### src/hdl/nps_pkg.sv
// shared types and constants for the next-permutation stepper
package nps_pkg;

  // fixed field widths
  localparam int ElemW     = 3;
  localparam int IdxW      = 3;
  localparam int SizeW     = 4;
  localparam int InDataW   = 8;
  localparam int OutDataW  = 8;

  // default store depth
  localparam int DefMaxElems = 8;

  // reset value of the size register
  localparam logic [SizeW-1:0] SizeReset = 4'd8;

  // request kinds carried in tuser
  localparam logic MODE_LOAD    = 1'b0;
  localparam logic MODE_ADVANCE = 1'b1;

  // sequencer states
  typedef enum logic [3:0] {
    ST_IDLE,
    ST_SCAN_RD,
    ST_SCAN_CMP,
    ST_REV_RD,
    ST_REV_WR_LO,
    ST_REV_WR_HI,
    ST_SRCH_RD,
    ST_SRCH_CMP,
    ST_SWP_WR_PIV,
    ST_SWP_WR_J,
    ST_EMIT_RD,
    ST_EMIT_PUT
  } state_t;

  // store access strobes
  typedef struct packed {
    logic ren;
    logic wen;
  } mem_ctl_t;

endpackage

### src/hdl/nps_store.sv
// element store: one write port, two registered read ports, identity on reset
module nps_store import nps_pkg::*; #(
  parameter int MAX_ELEMS = DefMaxElems
) (
  input  logic                         clk,
  input  logic                         rst,
  input  mem_ctl_t                     ctl,
  input  logic [$clog2(MAX_ELEMS)-1:0] addr_a,
  input  logic [$clog2(MAX_ELEMS)-1:0] addr_b,
  input  logic [$clog2(MAX_ELEMS)-1:0] waddr,
  input  logic [ElemW-1:0]             wdata,
  output logic [ElemW-1:0]             rd_a,
  output logic [ElemW-1:0]             rd_b
);

  logic [ElemW-1:0]     mem [MAX_ELEMS];
  logic [MAX_ELEMS-1:0] valid;

  // entry array
  always_ff @(posedge clk) begin
    if (ctl.wen) begin
      mem[waddr] <= wdata;
    end
  end

  // written marks, unwritten entries read as their own position
  always_ff @(posedge clk) begin
    if (rst) begin
      valid <= '0;
    end else if (ctl.wen) begin
      valid[waddr] <= 1'b1;
    end
  end

  // registered reads, held while no read is requested
  always_ff @(posedge clk) begin
    if (ctl.ren) begin
      rd_a <= valid[addr_a] ? mem[addr_a] : ElemW'(addr_a);
      rd_b <= valid[addr_b] ? mem[addr_b] : ElemW'(addr_b);
    end
  end

endmodule

### src/hdl/nps_ctrl.sv
// sequencer: pivot scan, suffix reversal, swap search, emit, output register
module nps_ctrl import nps_pkg::*; #(
  parameter int MAX_ELEMS = DefMaxElems
) (
  input  logic                         clk,
  input  logic                         rst,
  // request side
  input  logic                         in_valid,
  output logic                         in_ready,
  input  logic                         in_mode,
  input  logic [IdxW-1:0]              in_index,
  input  logic [ElemW-1:0]             in_value,
  // result side
  output logic                         out_valid,
  input  logic                         out_ready,
  output logic [ElemW-1:0]             out_element,
  output logic [IdxW-1:0]              out_position,
  output logic                         out_wrapped,
  output logic                         out_last,
  // size register
  input  logic                         cfg_valid,
  output logic                         cfg_ready,
  input  logic [SizeW-1:0]             cfg_data,
  // store port
  output mem_ctl_t                     mctl,
  output logic [$clog2(MAX_ELEMS)-1:0] addr_a,
  output logic [$clog2(MAX_ELEMS)-1:0] addr_b,
  output logic [$clog2(MAX_ELEMS)-1:0] waddr,
  output logic [ElemW-1:0]             wdata,
  input  logic [ElemW-1:0]             rd_a,
  input  logic [ElemW-1:0]             rd_b
);

  localparam int AW = $clog2(MAX_ELEMS);

  state_t          state, state_next;
  logic [SizeW-1:0] size_in_use;
  logic [AW-1:0]   nm1, piv, lo, hi, j, k;
  logic            wrapped;

  logic            in_acc, adv_acc, load_acc, out_free;
  logic [4:0]      n_clamp;
  logic [AW-1:0]   nm1_calc, lo_inc, hi_dec;
  logic            rev_found, srch_more;

  // handshakes
  assign in_ready  = (state == ST_IDLE);
  assign in_acc    = in_valid && in_ready;
  assign adv_acc   = in_acc && (in_mode == MODE_ADVANCE);
  assign load_acc  = in_acc && (in_mode == MODE_LOAD) &&
                     ({2'b00, in_index} < 5'(MAX_ELEMS));
  assign out_free  = !out_valid || out_ready;
  assign cfg_ready = 1'b1;

  // element count clamped to 1 .. MAX_ELEMS
  always_comb begin
    n_clamp = {1'b0, size_in_use};
    if (n_clamp == 5'd0) begin
      n_clamp = 5'd1;
    end
    if (n_clamp > 5'(MAX_ELEMS)) begin
      n_clamp = 5'(MAX_ELEMS);
    end
    nm1_calc = AW'(n_clamp - 5'd1);
  end

  // loop conditions
  assign rev_found = (rd_a <= rd_b);
  assign lo_inc    = lo + AW'(1);
  assign hi_dec    = hi - AW'(1);
  assign srch_more = (j < nm1) && (rd_b < rd_a);

  // size register
  always_ff @(posedge clk) begin
    if (rst) begin
      size_in_use <= SizeReset;
    end else if (cfg_valid && cfg_ready) begin
      size_in_use <= cfg_data;
    end
  end

  // next state
  always_comb begin
    state_next = state;
    case (state)
      ST_IDLE: begin
        if (adv_acc) begin
          state_next = (nm1_calc == '0) ? ST_EMIT_RD : ST_SCAN_RD;
        end
      end
      ST_SCAN_RD: state_next = ST_SCAN_CMP;
      ST_SCAN_CMP: begin
        if (rev_found) begin
          state_next = (piv < nm1) ? ST_REV_RD : ST_SRCH_RD;
        end else if (piv == AW'(1)) begin
          state_next = ST_EMIT_RD;
        end else begin
          state_next = ST_SCAN_RD;
        end
      end
      ST_REV_RD:    state_next = ST_REV_WR_LO;
      ST_REV_WR_LO: state_next = ST_REV_WR_HI;
      ST_REV_WR_HI: state_next = (lo_inc < hi_dec) ? ST_REV_RD : ST_SRCH_RD;
      ST_SRCH_RD:   state_next = ST_SRCH_CMP;
      ST_SRCH_CMP:  state_next = srch_more ? ST_SRCH_RD : ST_SWP_WR_PIV;
      ST_SWP_WR_PIV: state_next = ST_SWP_WR_J;
      ST_SWP_WR_J:  state_next = ST_EMIT_RD;
      ST_EMIT_RD:   state_next = ST_EMIT_PUT;
      ST_EMIT_PUT: begin
        if (out_free) begin
          state_next = (k == nm1) ? ST_IDLE : ST_EMIT_RD;
        end
      end
      default: state_next = ST_IDLE;
    endcase
  end

  // store accesses per state
  always_comb begin
    mctl   = '0;
    addr_a = piv;
    addr_b = piv;
    waddr  = lo;
    wdata  = rd_b;
    case (state)
      ST_IDLE: begin
        mctl.wen = load_acc;
        waddr    = AW'(in_index);
        wdata    = in_value;
      end
      ST_SCAN_RD: begin
        mctl.ren = 1'b1;
        addr_a   = piv - AW'(1);
        addr_b   = piv;
      end
      ST_REV_RD: begin
        mctl.ren = 1'b1;
        addr_a   = lo;
        addr_b   = hi;
      end
      ST_REV_WR_LO: begin
        mctl.wen = 1'b1;
        waddr    = lo;
        wdata    = rd_b;
      end
      ST_REV_WR_HI: begin
        mctl.wen = 1'b1;
        waddr    = hi;
        wdata    = rd_a;
      end
      ST_SRCH_RD: begin
        mctl.ren = 1'b1;
        addr_a   = piv;
        addr_b   = j;
      end
      ST_SWP_WR_PIV: begin
        mctl.wen = 1'b1;
        waddr    = piv;
        wdata    = rd_b;
      end
      ST_SWP_WR_J: begin
        mctl.wen = 1'b1;
        waddr    = j;
        wdata    = rd_a;
      end
      ST_EMIT_RD: begin
        mctl.ren = 1'b1;
        addr_a   = k;
      end
      default: begin
        mctl = '0;
      end
    endcase
  end

  // state register
  always_ff @(posedge clk) begin
    if (rst) begin
      state <= ST_IDLE;
    end else begin
      state <= state_next;
    end
  end

  // pointers and wrap flag
  always_ff @(posedge clk) begin
    case (state)
      ST_IDLE: begin
        if (adv_acc) begin
          nm1     <= nm1_calc;
          piv     <= nm1_calc;
          k       <= '0;
          wrapped <= (nm1_calc == '0);
        end
      end
      ST_SCAN_CMP: begin
        piv <= piv - AW'(1);
        if (rev_found) begin
          lo <= piv;
          hi <= nm1;
          j  <= piv;
        end else if (piv == AW'(1)) begin
          wrapped <= 1'b1;
        end
      end
      ST_REV_WR_HI: begin
        lo <= lo_inc;
        hi <= hi_dec;
      end
      ST_SRCH_CMP: begin
        if (srch_more) begin
          j <= j + AW'(1);
        end
      end
      ST_EMIT_PUT: begin
        if (out_free) begin
          k <= k + AW'(1);
        end
      end
      default: begin
        k <= k;
      end
    endcase
  end

  // output register, valid flag
  always_ff @(posedge clk) begin
    if (rst) begin
      out_valid <= 1'b0;
    end else if (state == ST_EMIT_PUT && out_free) begin
      out_valid <= 1'b1;
    end else if (out_ready) begin
      out_valid <= 1'b0;
    end
  end

  // output register, payload
  always_ff @(posedge clk) begin
    if (state == ST_EMIT_PUT && out_free) begin
      out_element  <= rd_a;
      out_position <= IdxW'(k);
      out_wrapped  <= wrapped;
      out_last     <= (k == nm1);
    end
  end

endmodule

### src/hdl/next_permutation_stepper.sv
// top level of the lexicographic next-permutation stepper
//
//   channel  | signals                              | carries
//   ---------+--------------------------------------+----------------------------------
//   s_axis   | tvalid tready tdata[7:0] tuser       | load or advance request
//   m_axis   | tvalid tready tdata[7:0] tuser tlast | one element of the permutation
//   cfg      | cfg_valid cfg_ready cfg_data[3:0]    | size_in_use register write
//
// a load is written into the store as it is taken; an advance runs the pivot scan,
// suffix reversal, partner search and emit steps, or only the scan and emit steps
// with no successor, split up by the single write port and registered reads of the store
// reset restores the identity permutation and size 8 at once, no clearing pass
// a stalled result side holds the sequencer in its emit step; the next request
// is taken once the last element sits in the output register
module next_permutation_stepper import nps_pkg::*; #(
  parameter int MAX_ELEMS = DefMaxElems
) (
  input  logic                clk,
  input  logic                rst,
  input  logic                s_axis_tvalid,
  output logic                s_axis_tready,
  input  logic [InDataW-1:0]  s_axis_tdata,   // index[2:0], value[5:3], zero[7:6]
  input  logic                s_axis_tuser,   // mode
  output logic                m_axis_tvalid,
  input  logic                m_axis_tready,
  output logic [OutDataW-1:0] m_axis_tdata,   // element[2:0], position[5:3], zero[7:6]
  output logic                m_axis_tuser,   // wrapped
  output logic                m_axis_tlast,
  input  logic                cfg_valid,
  output logic                cfg_ready,
  input  logic [SizeW-1:0]    cfg_data
);

  localparam int AW = $clog2(MAX_ELEMS);

  mem_ctl_t         mctl;
  logic [AW-1:0]    addr_a, addr_b, waddr;
  logic [ElemW-1:0] wdata, rd_a, rd_b;
  logic [ElemW-1:0] out_element;
  logic [IdxW-1:0]  out_position;

  // sequencer
  nps_ctrl #(
    .MAX_ELEMS(MAX_ELEMS)
  ) u_ctrl (
    .clk         (clk),
    .rst         (rst),
    .in_valid    (s_axis_tvalid),
    .in_ready    (s_axis_tready),
    .in_mode     (s_axis_tuser),
    .in_index    (s_axis_tdata[2:0]),
    .in_value    (s_axis_tdata[5:3]),
    .out_valid   (m_axis_tvalid),
    .out_ready   (m_axis_tready),
    .out_element (out_element),
    .out_position(out_position),
    .out_wrapped (m_axis_tuser),
    .out_last    (m_axis_tlast),
    .cfg_valid   (cfg_valid),
    .cfg_ready   (cfg_ready),
    .cfg_data    (cfg_data),
    .mctl        (mctl),
    .addr_a      (addr_a),
    .addr_b      (addr_b),
    .waddr       (waddr),
    .wdata       (wdata),
    .rd_a        (rd_a),
    .rd_b        (rd_b)
  );

  // element store
  nps_store #(
    .MAX_ELEMS(MAX_ELEMS)
  ) u_store (
    .clk   (clk),
    .rst   (rst),
    .ctl   (mctl),
    .addr_a(addr_a),
    .addr_b(addr_b),
    .waddr (waddr),
    .wdata (wdata),
    .rd_a  (rd_a),
    .rd_b  (rd_b)
  );

  // result packing
  assign m_axis_tdata = {2'b00, out_position, out_element};

endmodule

### config.mk
export PLATFORM = sky130hd
export DESIGN_NAME = next_permutation_stepper
export DESIGN_NICKNAME = d
export VERILOG_FILES = /design/src/hdl/nps_pkg.sv /design/src/hdl/nps_store.sv /design/src/hdl/nps_ctrl.sv /design/src/hdl/next_permutation_stepper.sv
export SDC_FILE = /design/constraint.sdc
export NUM_CORES = 1
export LEC_CHECK = 0
export ABC_AREA = 1
export BUFFER_PORTS_ARGS = -buffer_cell sky130_fd_sc_hd__buf_2
export CORE_ASPECT_RATIO = 2
export CORE_MARGIN = 4
export CORE_UTILIZATION = 45
export DETAILED_ROUTE_END_ITERATION = 16
export GPL_TIMING_DRIVEN = 0
export PLACE_DENSITY = 0.59
export SKIP_LAST_GASP = 1
export SLEW_MARGIN = 40
export SYNTH_ARGS = -nofsm -noshare
export SYNTH_HDL_FRONTEND = slang
export SYNTH_SLANG_ARGS = --single-unit
### constraint.sdc
create_clock -name clk -period 4.9 [get_ports clk]
set_input_delay 0.245 -clock clk [delete_from_list [all_inputs] [get_ports clk]]
set_output_delay 0.245 -clock clk [all_outputs]
set_load 0.03 [all_outputs]
# Word level (Yosys, flattened, before mapping)
# Memories as Yosys holds them, arrays and structs flattened.
# Index checks and enable logic that the tools add are counted.
# word_totals
register_bits	50
latchBits	0
ram_bits	24
out_inout_bits	13
mem_count	1
mem_bits_ro	0
# mem_list
memory	depth	word_bits	read_ports	rd_clocked_by_memory_dff	wr	line_no	text
u_store.mem	8	3	2	0	1	nps_store.sv:16	logic [ElemW-1:0] mem [MAX_ELEMS];
# op_classes
div	0
mul	0
bitwise_logic	2
shifts	0
n_addsub	6
n_lt_le_gt_ge	10
muxes	45
reduce_logical	26
eq_ne	19
# ops
operator	n
4-bit one-hot mux with 12 select lines	1
3-bit one-hot mux with 2 select lines	7
3-bit two-way mux	11
4-bit two-way mux	8
4-bit by 3-bit == test with 1-bit output (second input constant)	4
4-bit == test (second input constant)	4
3-bit less-than comparator	4
3-bit by 4-bit less-than comparator with 1-bit output (second input constant)	3
3-bit one-hot mux with 4 select lines	1
1-bit two-way mux	11
2-bit nonzero test	5
3-bit by 1-bit adder with 3-bit output (second input constant)	3
3-bit one-hot mux with 3 select lines	1
3-bit by 1-bit subtractor with 3-bit output (second input constant)	3
4-bit by 2-bit == test with 1-bit output (second input constant)	2
4-bit logical NOT	2
2-bit by 1-bit inequality test with 1-bit output (second input constant)	4
8-bit OR	1
2-bit AND reduction	4
4-bit OR reduction	2
1-bit binary-select mux with 3-bit select	2
1-bit logical AND	6
3-bit AND reduction	2
4-bit by 1-bit == test with 1-bit output (second input constant)	1
14 further kinds	16

# Depth between registers and ports, before layout
# Gate-level depths: netlist (run 1).
# logic_depth
ltp_word	9
mapped_depth	16

# Hierarchy
# From an unflattened synthesis (run 1), not the netlist that was laid out.
# hier_totals
cells_unflattened	554
area_unflattened_um2	4355.4
# modules_own_cells
module	seq_area_each_um2	cells_per_inst	area_each_um2	n_inst
nps_ctrl	991.0	299	2357.3	1
nps_store	1061.0	252	1979.4	1
next_permutation_stepper	0.0	3	18.8	1

# Worst setup path before layout (run 1)
# No wires, ideal clock.
# synth_path
kind	register to register
startpoint	register u_ctrl.state[0]
endpoint	register u_ctrl.k[0], enable pin
slack_ns	2.983
required_ns	4.598
arrival_ns	1.615
period_less_slack_ns	1.917
stages_incl_launch_ff	10
path_buffers	1
path_cell_list	dfxtp_1 nor2_2 nand2_2 inv_2 buf_4 nand2_1 nor2_1 nor2_1 nor2_1 o21a_1
# synth_via
elab_chain_len	5
# synth_rtl
element	line_no	text
from (decl)	nps_ctrl.sv:36	state_t state, state_next;
from (signal assigned)	nps_ctrl.sv:181	state <= state_next;
4-bit logical NOT *	nps_ctrl.sv:47	assign in_ready = (state == ST_IDLE);
net s_axis_tready	next_permutation_stepper.sv:21	output logic s_axis_tready,
1-bit logical AND	nps_ctrl.sv:48	assign in_acc = in_valid && in_ready;
1-bit logical AND	nps_ctrl.sv:49	assign adv_acc = in_acc && (in_mode == MODE_ADVANCE);
2-bit inequality test (no source line)	-	
3-bit AND reduction (no source line) *	-	
to (signal assigned)	nps_ctrl.sv:217	k <= k + AW'(1);
to (signal assigned)	nps_ctrl.sv:221	k <= k;
to (decl)	nps_ctrl.sv:38	logic [AW-1:0] nm1, piv, lo, hi, j, k;
# Mark *: on every way through the listed nets, which the timed path passes. The rest lies on a longest branch.
# A chain may end at the register's enable or synchronous reset.

# Worst setup path in the final report (run 1)
# layout_path
startpoint	register u_ctrl.piv[1]
endpoint	register u_store.rd_a[0] (data pin)
# layout_via
elab_chain_len	5
# layout_rtl
element	line_no	text
from (decl)	nps_ctrl.sv:38	
from (signal assigned)	nps_ctrl.sv:191	piv <= nm1_calc;
from (signal assigned)	nps_ctrl.sv:197	piv <= piv - AW'(1);
3-bit by 1-bit subtractor with 3-bit output	nps_ctrl.sv:133	addr_a = piv - AW'(1);
3-bit one-hot mux with 3 select lines *	nps_ctrl.sv:125	case (state)
1-bit binary-select mux with 3-bit select	nps_store.sv:38	rd_a <= valid[addr_a] ? mem[addr_a] : ElemW'(addr_a);
1-bit two-way mux (not written as such)	nps_store.sv:38	
3-bit two-way mux *	nps_store.sv:38	
to (signal assigned)	nps_store.sv:38	
to (decl)	nps_store.sv:12	output logic [ElemW-1:0] rd_a,
# Every way passes the cells marked *; elsewhere a longest branch is shown, timed or not. The select of a mux whose other input is x is not followed.

==> metrics.md, run 1 <==
| Metric | Value |
|---|---|
| Outcome | finished, final reports clean |
| # placed instances | around 730 |
| Yosys reg bits | 74 |
| Area growth syn-to-layout | 14.76% |
| Pin count of the biggest net entering global routing | 14 |
| First-pass GRT wire length | between 15000 and 20000 microns |
| Maximum level of the CTS H-tree | 3 |
| Clock Latency Late Sink | ~0.34 ns |
| Reg2Reg Depth | 13 |
| Leakage power | 2.363 nW |
| Worst-margin pin slew | roughly 0.63 ns |
| Die area | 11700 sq um |
| CTS resizes | 0 |
| Num ports | 31 |
| Die width | ~79 microns |
| Buf/Inv on CP | 3 |
| Detail Placement HPWL | slightly above 10000 microns |
| Gpl congestion | about 0.9 |
| Hold Crit Depth | 3 |
| Final setup fails | 0 |
| Critical Path RT | 4.99 ns |
| Syn_area_per_cell | 7.850 sq um |
| Crit end category | flop |
| Drt via density | 5.113 |
| Commonest cells after routing, fill and taps aside | nand2_1 (166), inv_1 (70), nand3_1 (63) |
| Mapped Area | 4474 sq um |
| Critical Path Fanout Max | 8 |
| Fill cells | 983 |
| Die Span Y | 149.0 microns |
| Reg-to-reg startpoint | u_ctrl.piv[1] |
| Top cell type by total area after synthesis | edfxtp_1 |
| CP cell instances | inv_1 -> ha_1 -> inv_1 -> nand2_1 -> nand3_1 -> nor2_2 -> nand3_1 -> nand2_1 -> nand2_1 -> nand2_1 -> inv_2 -> nand2_1 -> nand2_1 |
| TritonCTS Buffers | 9 |
| Max Used Layer | met4 |
| Share of cells above drive strength 1 | roughly 16% |
| Period utilization | 49.82% |
| I/O Buffers | 25 |
| Hold wc startpoint | cfg_data[3] |
| Area taken by multi-input logic gates | 2036 sq um |
| Post-route ant nets | 0 |
| Most area-consuming cells after synthesis | edfxtp_1 (38%), nand2_1 (14%), dfxtp_1 (7.6%), nand3_1 (7.0%), inv_1 (5.9%) |
| Final min period | roughly 2.4 ns |
| Hold path endpoint | u_ctrl.size_in_use[3] |
| Max rail drop VDD | 0.0003963 V |
| F_max | 409.6 MHz |
| Final worst slack | ~2.5 ns |
| Max incr delay on CP | approximately 0.49 ns |
| WL/cell | approximately 17 microns |
| Clk buf depth | 2 |
| Flop-to-flop setup slack | 2.46 ns |
| Final core occ | 52.94% |
| Storage element area | 2052 sq um |
| Post-CTS Setup Repair Bufs | 0 |
| EDFF count, synth | 57 |
| Root Buffer | clkbuf_16 |
| Total grt overflow | 0 |
| Final hold vios | 0 |
| Worst-path clk slew | 0.06 ns |
| Post-Layout Cell Count | between 700 and 800 |
| Row count | 51 |
| Post-Syn Instances | 570 |
| Cts hold-fix bufs | 0 |
| Metal1 wirelength | 4042 microns |
| TNS Setup | 0 ns |
| Hold crit path type | in -> reg |
| Final WL | 12770 microns |
| DRC Markers | 0 |
| Async SR Flop Fraction | 0% |
| Clk_skew | 0.005246 ns |
| Unrepaired setup endpoints after global routing | false |
| Tot GR Track Use | 23.23% |
| Max cap viols | 0 |
| Slew margin rel. | 57.53% |
| Top delay family on crit path | simple AND/OR/NAND/NOR gates |
| Met2 WL | between 7000 and 8000 microns |
| Worst path arrival time | approximately 2.5 ns |
| TritonCTS clock tree | done |
| Max Slew Vio Count | 0 |
| Dpl ws | 2.481 ns |
| Initial Utilization | 46.13% |
| Crit-path most repeated cell | nand2_1 |
| Crit path max-delay cell type | edfxtp_1 |
| Main flop type after synthesis | edfxtp_1 |
| Worst flop-to-flop path endpoint | u_store.rd_a[0] |
| YS warnings | 0 |
| Clock Sinks | 74 |
| Share of the synthesized area in the top cell type | 38.26% |
| DR iter-0 viols | 212 |
| Netlist cell types | 38 |
| Routed wl met3 | 419 microns |
| Via count | around 3.8k |
| Number of global-route vias before repair | 3925 |
| Nets | ~640 |
| Post-synthesis sequential area ratio | 45.86% |
| Core ar. | 9699 sq um |
| Drt pass-1 iters | 4 |
| Most common cell after layout, fill and taps aside | nand2_1 |
| Startpoint types | flop |
| # diodes | 0 |
| Initial antenna violation count | 0 |
| Pwr Density | 414.5 nW/um^2 |
| Critical path class | reg -> reg |
metrics by stage:
step | instance area [sq um] | hold WS, ns | power, mW
floorplan | 4478 | 0.3141 | 1.172
global placement | 4768 | 0.4150 | 1.322
detailed placement | 4768 | 0.4256 | 1.330
CTS | 5135 | 0.1149 | 2.144
global route | 5135 | 0.1602 | 2.239
finish | 5135 | 0.1212 | 2.128
area by class of cell:
cell class                 count  share of cell area, %
clock inverter                 6                  2.680
sequential                    74                  39.96
tap                          132                  3.216
timing repair buffer          25                  2.437
multi-input combinational    402                  39.64
buffer                        12                  1.535
inverter                      83                  6.067
clock buffer                  10                  4.459
cells by family (layout without fill, tap and decap cells):
family	Yosys count	count (layout)	share of synthesized area (%)
buf+inv	95	136	8.725
xor+xnor	7	7	1.370
compound gates	67	67	8.921
flops	74	74	45.86
other cells	2	3	0.1678
simple gates	308	308	30.20
fa+ha+maj	17	17	4.754
worst max path at each step:
stage / startpoint / to / slack, ns / depth (start not counted)
after detailed placement: u_ctrl.piv[0] / u_store.rd_a[0] / 2.48 / 13
after global placement: u_ctrl.piv[0] / u_store.rd_a[0] / 2.47 / 13
after global routing: u_ctrl.piv[1] / u_store.rd_a[0] / 2.18 / 13
after floorplan: u_ctrl.state[0] / u_ctrl.k[0] / 2.98 / 9
final: u_ctrl.piv[1] / u_store.rd_a[0] / 2.46 / 13
after CTS: u_ctrl.piv[0] / u_store.rd_a[0] / 2.46 / 13
worst register-to-register path, cell delays in order (launching register included):
cell	delay, ns
edfxtp_1	0.49
inv_1	0.21
ha_1	0.37
inv_1	0.06
nand2_1	0.08
nand3_1	0.08
nor2_2	0.31
nand3_1	0.13
nand2_1	0.11
nand2_1	0.08
nand2_1	0.14
inv_2	0.05
nand2_1	0.05
nand2_1	0.06
metal layers:
metal / vias to the layer above / track usage, %
met5: - / 0
met4: 0 / 18.21
met3: 46 / 3.386
met2: 105 / 45.14
met1: 1721 / 20.18
li1: 1932 / -
Yosys cell counts, drive strengths merged (2+ instances only):
library cell and n:
conb 2, clkbuf 2, dfxtp 17, inv 83, nor2 59, a31oi 3, nand3 63, o211ai 8
nand2 181, ha 17, buf 10, o21ai 29, xnor2 3, o22ai 2, a221oi 2, edfxtp 57
a21oi 18, or2 2, xor2 4
flip-flops by register name, summed over array words and instances, names as in the netlist:
name,flops
u_store.rd_a,3
u_ctrl.lo,3
u_ctrl.wrapped,1
u_ctrl.j,3
u_ctrl.out_last,1
u_ctrl.state,4
u_ctrl.piv,3
u_ctrl.out_wrapped,1
u_ctrl.out_element,3
u_ctrl.nm1,3
u_ctrl.hi,3
u_ctrl.out_position,3
u_store.valid,8
u_ctrl.out_valid,1
u_store.mem,24
u_store.rd_b,3
u_ctrl.k,3
u_ctrl.size_in_use,4
power by group:
group / total, mW / internal [mW] / switching [mW]
sequential: 0.802 / 0.758 / 0.0440
clock: 0.811 / 0.552 / 0.259
combinational: 0.515 / 0.160 / 0.355
(Power assumes the default switching activity.)
==> inputs of run 2 (changes only) <==
Clock period 4.9 ns to 2.3 ns, I/O delays scaled along.
==> run 2 against run 1 <==
  * Sequential share of layout area shrank 1.0 points
  * Utilization grew 1.5 points
  * Global-route usage grew 0.11 points
  * Via count grew 1.2%
  * Register-to-register slack lost 2.4 ns
  * Clock skew is essentially flat
  * Worst setup slack lost 2.4 ns
  * Clock-buffer cell count is the same
  * Largest cell class is now multi-input combinational cells
  * Largest power group unchanged
==> metrics.md, run 2 (synthesized netlist as in run 1, its figures left out) <==
| Metric | Value |
|---|---|
| Max cap viols | 0 |
| Max incr delay on CP | 0.36 ns |
| Slew margin rel. | 57.64% |
| Clock Latency Late Sink | 0.34 ns |
| Reg2Reg Depth | 8 |
| Fill cells | a little under 1k |
| Worst-margin pin slew | 0.6330 ns |
| Area growth syn-to-layout | 17.93% |
| Crit end category | flop |
| Hold wc startpoint | cfg_data[0] |
| Crit path max-delay cell type | dfxtp_2 |
| Die area | about 12000 sq um |
| Root Buffer | clkbuf_16 |
| TritonCTS Buffers | 9 |
| Pin count of the biggest net entering global routing | 14 |
| Initial antenna violation count | 0 |
| Final hold vios | 0 |
| Leakage power | 2.433 nW |
| Number of global-route vias before repair | ~3.9k |
| Switch share | 31.01% |
| Clk_skew | approximately 0.0054 ns |
| Tot GR Track Use | between 20% and 30% |
| Critical path class | reg -> reg |
| Reg-to-reg startpoint | u_ctrl.state[0] |
| I/O Buffers | 25 |
| Startpoint types | flop |
| Max rail drop VDD | 0.0008478 V |
| # diodes | 0 |
| Worst path arrival time | 2.27 ns |
| CP cell instances | nor2_2 -> nand2_2 -> inv_2 -> buf_4 -> a32oi_1 -> nor2_1 -> nand2_1 -> inv_1 |
| Int Power | between 3 and 4 mW |
| Flop-to-flop setup slack | 0.08 ns |
| Final core occ | 54.40% |
| Total grt overflow | 0 |
| NetSw | between 1 and 1.5 mW |
| Final worst slack | 0.07575 ns |
| Maximum level of the CTS H-tree | 3 |
| Period utilization | 96.71% |
| Worst-path clk slew | 0.06 ns |
| Drt via density | 5.093 |
| Worst Setup SP | u_ctrl.state[0] |
| Detail Placement HPWL | a little over 10000 microns |
| Num ports | 31 |
| Sequential Power Share | 37.0% |
| Most common cell after layout, fill and taps aside | nand2_1 |
| F_max | 449.6 MHz |
| Outcome | finished, final reports clean |
| Clock Sinks | 74 |
| Top reg by flops | u_store.mem |
| Clk pwr share | a little under two fifths |
| Clk buf depth | 2 |
| Core ar. | 9699 sq um |
| Pwr Density | 874.5 nW/um^2 |
| # placed instances | 728 |
| Worst flop-to-flop path endpoint | u_store.mem[3][0] |
| Share of cells above drive strength 1 | 19.23% |
| Biggest registers after layout | u_store.mem x24, u_store.valid x8 |
| Hold path endpoint | u_ctrl.size_in_use[0] |
| DRC Markers | 0 |
| Initial Utilization | between 40% and 50% |
| Dpl ws | -0.1195 ns |
| Unrepaired setup endpoints after global routing | true |
| Hold crit path type | in -> reg |
| Max Slew Vio Count | 0 |
| Gpl congestion | 0.9127 |
| Critical Path RT | roughly 2.4 ns |
| Critical Path Fanout Max | 10 |
| WL/cell | 17.10 microns |
| Die Span Y | 149.0 microns |
| Drt pass-1 iters | 4 |
| Hold Crit Depth | 3 |
| Post-route ant nets | 0 |
| Row count | 51 |
| Nets | 654 |
| WHS | 0.01748 ns |
| Max FFs per register | 24 |
| TritonCTS clock tree | done |
| Combinational Power Share | about a quarter |
| Commonest cells after routing, fill and taps aside | nand2_1 (166), inv_1 (69), nand3_1 (60) |
| DR iter-0 viols | 258 |
| Post-Layout Cell Count | 756 |
| Via count | 3850 |
| First-pass GRT wire length | 19970 microns |
| Final WL | around 13000 microns |
| Die width | a little under 80 microns |
| Final setup fails | 0 |
| Final min period | 2.224 ns |
run 2: cell type report:
class / count / area, sq um / share of cell area, %
Clock buffer: 10 / 229.0 / 4.340
Timing Repair Buffer: 37 / 220.2 / 4.174
Clock inverter: 6 / 137.6 / 2.608
Inverter: 83 / 311.5 / 5.905
Sequential cell: 74 / 2056 / 38.96
Tap cell: 132 / 165.2 / 3.130
Multi-Input combinational cell: 402 / 2078 / 39.39
Buffer: 12 / 78.83 / 1.494
run 2: repair_timing:
item	4_1_cts	5_1_grt
endpoints found under the setup margin	29	49
setup buffers	1	9
pin swaps	0	2
resized for setup	6	9
hold endpoints to repair	1	0
hold buffers	2	0
run 2: worst max-delay path by stage:
stage / endpoint / slack [ns]
6_report: u_store.mem[3][0] / 0.08
5_1_grt: u_store.rd_a[0] / -0.008
4_1_cts: u_store.mem[3][0] / 0.02
3_5_place_dp: u_store.rd_a[0] / -0.12
3_3_place_gp: u_store.rd_a[0] / -0.13
2_1_floorplan: u_ctrl.k[0] / 0.38
run 2: metal layers:
layer | part of all wire [%] | global-route usage [%] | vias to the layer above | wire, microns
li1 | - | - | 1957 | -
met1 | 32 | 20.34 | 1760 | 4176
met2 | 58 | 46.12 | 85 | 7544
met3 | 2.4 | 3.325 | 48 | 316
met4 | 6.9 | 16.73 | 0 | 887
met5 | 0 | 0 | - | 0
run 2: critical path, delay by kind of cell, from the launching register on:
family / cells / cell delay (ns)
and+or+nand+nor: 4 / 0.82
buffers and inverters: 3 / 0.50
DFF: 1 / 0.36
AOI/OAI and AO/OA: 1 / 0.24
run 2: power by group through the flow:
stage	Sequential (mW)	Combinational (mW)	Clock [mW]
final	1.71	1.17	1.73
after global routing	1.72	1.31	1.82
after CTS	1.71	1.12	1.76
after detailed placement	1.74	1.10	0
after global placement	1.74	1.08	0
after floorplan	1.70	0.800	0
run 2: through the flow:
step | area, sq um | setup TNS (ns) | total power [mW]
after floorplan | 4478 | 0 | 2.496
after global placement | 4768 | -1.802 | 2.817
after detailed placement | 4768 | -2.022 | 2.834
after CTS | 5185 | 0 | 4.588
after global routing | 5276 | -0.008149 | 4.844
final | 5276 | 0 | 4.614
